--- src/hw/rtl/rfifo_pkg.sv ---
// Shared constants and codes for the ring FIFO block.
`timescale 1ns / 1ps
`default_nettype none
package rfifo_pkg;

    localparam int DEPTH  = 64;
    localparam int ADDR_W = $clog2(DEPTH);
    localparam int PTR_W  = 7;
    localparam int WORD_W = 32;
    localparam int CNT_W  = 7;

    localparam logic [1:0] MODE_PUT     = 2'd0;
    localparam logic [1:0] MODE_GET     = 2'd1;
    localparam logic [1:0] MODE_PEEK    = 2'd2;
    localparam logic [1:0] MODE_DISCARD = 2'd3;

    localparam logic [PTR_W-1:0] PTR_DEPTH = PTR_W'(DEPTH);
    localparam logic [CNT_W-1:0] CNT_MAX   = {CNT_W{1'b1}};

endpackage
`default_nettype wire

--- src/hw/rtl/rfifo_ram.sv ---
// Generic single-write, single-read RAM with registered read data.
`timescale 1ns / 1ps
`default_nettype none
module rfifo_ram #(
    parameter int WIDTH = 32,
    parameter int DEPTH = 64
) (
    input  wire logic                     clk,
    input  wire logic                     we,
    input  wire logic [$clog2(DEPTH)-1:0] waddr,
    input  wire logic [WIDTH-1:0]         wdata,
    input  wire logic                     re,
    input  wire logic [$clog2(DEPTH)-1:0] raddr,
    output logic      [WIDTH-1:0]         rdata
);

    logic [WIDTH-1:0] mem [DEPTH];

    always_ff @(posedge clk)
    begin
        if (we)
        begin
            mem[waddr] <= wdata;
        end
        if (re)
        begin
            rdata <= mem[raddr];
        end
    end

endmodule
`default_nettype wire

--- src/hw/rtl/ring_fifo_burst_put_get_peek.sv ---
// Top level of the ring FIFO with burst put, get, peek and discard.
//
// Input stream: tuser selects put, get, peek or discard; tlast marks the end
// of a put run; tdata carries the word to store and the request count.
// Output stream: one transaction per returned word, or one status
// transaction for a closing put, a discard or an empty get/peek.
// A put run is accepted at one word per cycle while the output register is
// empty or being drained. A get or peek of n words blocks the input until
// its last word is loaded; after a setup state the single RAM read port
// streams one word per cycle through its read register into the output
// register while the receiver keeps up. A discard or an empty request is
// answered in the next cycle. Results sit in an output register; the input
// is taken while that register is empty or being drained. When the receiver
// stalls, reads pause and nothing is lost.
// Reset clears both pointers and the run counter, so the buffer starts
// empty; the storage itself is not cleared.
`timescale 1ns / 1ps
`default_nettype none
module ring_fifo_burst_put_get_peek
    import rfifo_pkg::*;
(
    input  wire logic        clk,
    input  wire logic        rst_n,
    input  wire logic        s_axis_tvalid,
    output logic             s_axis_tready,
    input  wire logic [39:0] s_axis_tdata,   // word_in[31:0], request_count[38:32], zero
    input  wire logic        s_axis_tlast,   // run_last
    input  wire logic [1:0]  s_axis_tuser,   // mode
    output logic             m_axis_tvalid,
    input  wire logic        m_axis_tready,
    output logic      [39:0] m_axis_tdata,   // word_out[31:0], done_count[38:32], zero
    output logic             m_axis_tlast,   // last
    output logic             m_axis_tuser    // word_valid
);

    localparam logic ST_IDLE = 1'b0;
    localparam logic ST_BUSY = 1'b1;

    logic              state_reg, state_next;
    logic [PTR_W-1:0]  wr_ptr_reg, wr_ptr_next;
    logic [PTR_W-1:0]  rd_ptr_reg, rd_ptr_next;
    logic [CNT_W-1:0]  run_cnt_reg, run_cnt_next;
    logic [PTR_W-1:0]  seq_ptr_reg, seq_ptr_next;
    logic [CNT_W-1:0]  remain_reg, remain_next;
    logic [CNT_W-1:0]  total_reg, total_next;
    logic              rd_pend_reg, rd_pend_next;
    logic              rd_last_reg, rd_last_next;

    logic              out_valid_reg, out_valid_next;
    logic [WORD_W-1:0] out_word_reg, out_word_next;
    logic              out_wv_reg, out_wv_next;
    logic [CNT_W-1:0]  out_done_reg, out_done_next;
    logic              out_last_reg, out_last_next;

    logic [1:0]        mode;
    logic [WORD_W-1:0] word_in;
    logic [CNT_W-1:0]  req;
    logic              accept;
    logic [PTR_W-1:0]  fill;
    logic [CNT_W-1:0]  n;
    logic              out_free;
    logic              load;
    logic              issue;
    logic              ram_we;
    logic [WORD_W-1:0] ram_rdata;

    assign mode    = s_axis_tuser;
    assign word_in = s_axis_tdata[31:0];
    assign req     = s_axis_tdata[38:32];

    assign out_free      = !out_valid_reg || m_axis_tready;
    assign s_axis_tready = (state_reg == ST_IDLE) && out_free;
    assign accept        = s_axis_tvalid && s_axis_tready;

    assign fill = wr_ptr_reg - rd_ptr_reg;
    assign n    = (req < fill) ? req : fill;

    assign ram_we = accept && (mode == MODE_PUT) && (fill < PTR_DEPTH);
    assign load   = rd_pend_reg && out_free;
    assign issue  = (state_reg == ST_BUSY) && (remain_reg != '0)
                    && (!rd_pend_reg || load);

    rfifo_ram #(
        .WIDTH(WORD_W),
        .DEPTH(DEPTH)
    ) u_ram (
        .clk   (clk),
        .we    (ram_we),
        .waddr (wr_ptr_reg[ADDR_W-1:0]),
        .wdata (word_in),
        .re    (issue),
        .raddr (seq_ptr_reg[ADDR_W-1:0]),
        .rdata (ram_rdata)
    );

    always_comb
    begin
        state_next     = state_reg;
        wr_ptr_next    = wr_ptr_reg;
        rd_ptr_next    = rd_ptr_reg;
        run_cnt_next   = run_cnt_reg;
        seq_ptr_next   = seq_ptr_reg;
        remain_next    = remain_reg;
        total_next     = total_reg;
        rd_pend_next   = rd_pend_reg;
        rd_last_next   = rd_last_reg;
        out_valid_next = out_valid_reg && !m_axis_tready;
        out_word_next  = out_word_reg;
        out_wv_next    = out_wv_reg;
        out_done_next  = out_done_reg;
        out_last_next  = out_last_reg;

        if (accept)
        begin
            case (mode)
                MODE_PUT:
                begin
                    if (ram_we)
                    begin
                        wr_ptr_next = wr_ptr_reg + 1'b1;
                        if (run_cnt_reg != CNT_MAX)
                        begin
                            run_cnt_next = run_cnt_reg + 1'b1;
                        end
                    end
                    if (s_axis_tlast)
                    begin
                        out_valid_next = 1'b1;
                        out_word_next  = '0;
                        out_wv_next    = 1'b0;
                        out_done_next  = run_cnt_next;
                        out_last_next  = 1'b1;
                        run_cnt_next   = '0;
                    end
                end
                MODE_DISCARD:
                begin
                    rd_ptr_next    = rd_ptr_reg + n;
                    out_valid_next = 1'b1;
                    out_word_next  = '0;
                    out_wv_next    = 1'b0;
                    out_done_next  = n;
                    out_last_next  = 1'b1;
                end
                default:
                begin
                    if (n == '0)
                    begin
                        out_valid_next = 1'b1;
                        out_word_next  = '0;
                        out_wv_next    = 1'b0;
                        out_done_next  = '0;
                        out_last_next  = 1'b1;
                    end
                    else
                    begin
                        state_next   = ST_BUSY;
                        seq_ptr_next = rd_ptr_reg;
                        remain_next  = n;
                        total_next   = n;
                        if (mode == MODE_GET)
                        begin
                            rd_ptr_next = rd_ptr_reg + n;
                        end
                    end
                end
            endcase
        end

        if (load)
        begin
            out_valid_next = 1'b1;
            out_word_next  = ram_rdata;
            out_wv_next    = 1'b1;
            out_done_next  = total_reg;
            out_last_next  = rd_last_reg;
            rd_pend_next   = 1'b0;
            if (rd_last_reg)
            begin
                state_next = ST_IDLE;
            end
        end

        if (issue)
        begin
            rd_pend_next = 1'b1;
            rd_last_next = (remain_reg == CNT_W'(1));
            seq_ptr_next = seq_ptr_reg + 1'b1;
            remain_next  = remain_reg - 1'b1;
        end
    end

    always_ff @(posedge clk or negedge rst_n)
    begin
        if (!rst_n)
        begin
            state_reg     <= ST_IDLE;
            wr_ptr_reg    <= '0;
            rd_ptr_reg    <= '0;
            run_cnt_reg   <= '0;
            remain_reg    <= '0;
            rd_pend_reg   <= 1'b0;
            out_valid_reg <= 1'b0;
        end
        else
        begin
            state_reg     <= state_next;
            wr_ptr_reg    <= wr_ptr_next;
            rd_ptr_reg    <= rd_ptr_next;
            run_cnt_reg   <= run_cnt_next;
            remain_reg    <= remain_next;
            rd_pend_reg   <= rd_pend_next;
            out_valid_reg <= out_valid_next;
        end
    end

    always_ff @(posedge clk)
    begin
        seq_ptr_reg  <= seq_ptr_next;
        total_reg    <= total_next;
        rd_last_reg  <= rd_last_next;
        out_word_reg <= out_word_next;
        out_wv_reg   <= out_wv_next;
        out_done_reg <= out_done_next;
        out_last_reg <= out_last_next;
    end

    assign m_axis_tvalid = out_valid_reg;
    assign m_axis_tdata  = {1'b0, out_done_reg, out_word_reg};
    assign m_axis_tlast  = out_last_reg;
    assign m_axis_tuser  = out_wv_reg;

endmodule
`default_nettype wire
--- config.mk ---
export PLATFORM = sky130hd
export DESIGN_NAME = ring_fifo_burst_put_get_peek
export DESIGN_NICKNAME = d
export VERILOG_FILES = /design/src/hw/rtl/rfifo_pkg.sv /design/src/hw/rtl/rfifo_ram.sv /design/src/hw/rtl/ring_fifo_burst_put_get_peek.sv
export SDC_FILE = /design/constraint.sdc
export NUM_CORES = 2
export LEC_CHECK = 0
export BUFFER_PORTS_ARGS = -buffer_cell sky130_fd_sc_hd__buf_2
export CORE_UTILIZATION = 49
export CTS_CLUSTER_SIZE = 10
export DETAILED_ROUTE_END_ITERATION = 7
export PLACE_DENSITY = 0.67
export SYNTH_ARGS = -nofsm -noshare
export SYNTH_HDL_FRONTEND = slang
export SYNTH_SLANG_ARGS = --single-unit
--- constraint.sdc ---
create_clock -name clk -period 4.7 [get_ports clk]
set_clock_uncertainty 0.05 [all_clocks]
set_input_delay 0.94 -clock clk [delete_from_list [all_inputs] [get_ports clk]]
set_output_delay 0.94 -clock clk [all_outputs]
set_load 0.005 [all_outputs]
==> results_dict.tcl <==
set metrics [dict create \
    area_growth_syn_to_layout_pct 14.3 \
    antenna_found_initial 14 \
    worstPathArrival_ns 5.22 \
    design.die.area_sq_um 171000 \
    maxCapViolCount 0 \
    clock_sinks 2166 \
    grt_pass1_vias 39300 \
    required_ns 5.43 \
    ir_drop_uv 760 \
    crit_path_max_fanout 5 \
    finalSetupViolCount 0 \
    tightest_slew_ns 1.18 \
    drt-initial-drc-count 5158 \
    root_buffer "clkbuf_16" \
    criticalPathCategory "reg -> reg" \
    core_sq_um 168000 \
    wl_mm 208 \
    drtPass1Iterations 6 \
    vias_per_cell 6.49 \
    synthFlopType "edfxtp_1" \
    fin_ws_ns 0.209 \
    synth_area_sq_um 83200 \
    synth_seq_cells 2166 \
    largest_register_ffs 2048 \
    place_area_sq_um 88400 \
    cellPowerDensity_nw_per_um2 564 \
    gp_congestion 0.819 \
    fp.dieH_um 414 \
    dp_hpwl_mm 117 \
    tritoncts "yes" \
    end_kind "flip-flop" \
    vias 39200 \
    async_flop_share 0.0143 \
    start_util 0.496 \
    seq_area_frac_synth 0.780 \
    synth_compound_area_frac 0.00794 \
    route.detailed.drc 0 \
    wl_per_cell_um 34.4 \
    synth_fa_ha_area_frac 0.00379 \
    synth.area.mux_share 0.183 \
    synth_top_family_by_area "multiplexers" \
    holdWs_ns 0.114 \
    drive_gt1_frac 0.346 \
    h-tree-depth 4 \
    clk_pin_slew_worst_paths_ns 0.06 \
    hold_buffers 0 \
    overflow 0 \
    num_rows 150 \
    fin_crit_sh 0.956 \
    max_slew_margin 0.216 \
    synth_cells 3420 \
    avgSynthCellArea_sq_um 24.3 \
    ant_nets 0 \
    die_w_um 414 \
    p_leak_nw 29.6 \
    yosys_warnings 0 \
    synth-simple-area-share 0.0133 \
    final_cell_area_sq_um 95100 \
    period_minus_slack_ns 4.49 \
    fmax_mhz 223 \
    synth.distinct_cells 67 \
    critPathLaunchType "flip-flop" \
    r2r-end "rd_ptr_reg[6]" \
    synth_enable_flop_cells 2134 \
    numCtsBuffers 238 \
    clk_latency_ns 0.86 \
    io_buffers 88 \
    nFillCells 12000 \
    slew_violations 0 \
    place_inst 5735 \
    rrSetupSlack_ns 0.21 \
    status "finished clean" \
    r2r-start "wr_ptr_reg[0]" \
    grt_first_pass_wirelength_mm 295 \
    worstRegToRegCells 21 \
    finalHoldViolations 0 \
    grt_max_degree 122 \
    synthXorXnorAreaFrac 0.00242 \
    io_pins 91 \
    syn_nets 3491 \
    clockBufferDepth 3 \
    hold_path_class "in -> async" \
    dp_slack_ns -0.0702 \
    grt_use_total 0.248 \
    layout.nets 3846 \
    final-instance-count-excl-fill 6038 \
]
cells in the final DEF (no fill, tap or decap), types with 19 or more instances in the layout:
cell type / n
buf_4: 144
ha_1: 19
nor2_1: 22
nor2_4: 64
nand2_1: 50
buf_12: 57
mux4_2: 672
inv_1: 19
clkbuf_1: 32
edfxtp_1: 2134
buf_2: 88
clkbuf_16: 243
o21ai_0: 27
and2_1: 33
dfrtp_1: 31
report_power, final:
group | switching, mW | internal (mW)
clock | 6.97 | 9.26
combinational | 7.55 | 7.45
sequential | 0.366 | 22.0
timing repair:
item                       CTS  global route
setup buffers                0             4
pin swaps                    0            12
setup endpoints to repair    2             4
cloned                       0             0
hold endpoints to repair     0             0
gates resized for setup      4            17
critical path, cell delays in order (launching register included):
cell	delay, ns
dfrtp_1	0.38
inv_2	0.09
ha_4	0.14
inv_1	0.06
fa_2	0.42
buf_4	0.16
a211oi_4	0.27
o21bai_1	0.12
a21oi_2	0.19
mux2_4	0.32
or3_4	0.41
nand2_1	0.09
o21ai_2	0.06
ha_2	0.20
fa_2	0.42
a21oi_4	0.16
nor2_2	0.06
o311ai_2	0.25
buf_4	0.16
a21oi_1	0.07
mux2i_1	0.18
xor2_1	0.15
kinds of logic after synthesis:
logic type / Yosys count
flip-flops: 2166
multiplexers: 682
AND/OR/NAND/NOR: 231
buffers and inverters: 197
AO/OA/AOI/OAI: 96
adder cells (fa/ha/maj): 24
XOR/XNOR: 23
other: 1
how the worst max path moves through the flow:
stage	from	to	slack (ns)	cells past startpoint
finish	wr_ptr_reg[0]	rd_ptr_reg[6]	0.21	21
global route	wr_ptr_reg[0]	rd_ptr_reg[5]	-0.008	20
CTS	wr_ptr_reg[0]	rd_ptr_reg[6]	0.006	21
detailed placement	wr_ptr_reg[0]	rd_ptr_reg[6]	-0.07	21
global placement	wr_ptr_reg[0]	rd_ptr_reg[6]	0.03	21
floorplan	wr_ptr_reg[0]	rd_ptr_reg[6]	0.009	20
layout make-up:
class | instances | area (sq um) | area share
timing repair buffer | 290 | 2670 | 0.0281
clock inverter | 20 | 339 | 0.00357
multi-input combinational | 1057 | 18100 | 0.191
tap | 2204 | 2760 | 0.0290
antenna | 4 | 10.0 | 0.000105
sequential | 2166 | 64900 | 0.682
clock buffer | 275 | 6200 | 0.0652
inverter | 22 | 82.6 | 0.000869
metrics by stage:
step                      power (mW)  TNS [ns]   util
final                           53.6         0  0.567
after floorplan                 32.7         0      -
after CTS                       53.9         0  0.566
after detailed placement        37.8   -0.0702  0.527
after global routing            55.5  -0.00813  0.567
after global placement          37.7         0  0.527
layer usage:
layer | track usage | vias to the layer above | part of all wire
li1 | - | 15300 | -
met1 | 0.353 | 21500 | 0.39
met2 | 0.391 | 2042 | 0.49
met3 | 0.0539 | 336 | 0.096
met4 | 0.0674 | 6 | 0.026
met5 | 0 | - | 0.00027
synthesized netlist by cell type (all sizes together) (11+ instances only):
cell | count | area, sq um
nand2 | 50 | 188
a21oi | 11 | 55.1
edfxtp | 2134 | 64100
ha | 22 | 275
o21ai | 31 | 159
and2 | 33 | 206
dfrtp | 31 | 776
xnor2 | 14 | 123
buf | 60 | 230
mux4 | 672 | 15100
clkbuf | 115 | 432
nor2 | 89 | 339
nand3 | 13 | 65.1
inv | 22 | 82.6
Power figures use the tool's default switching activity.
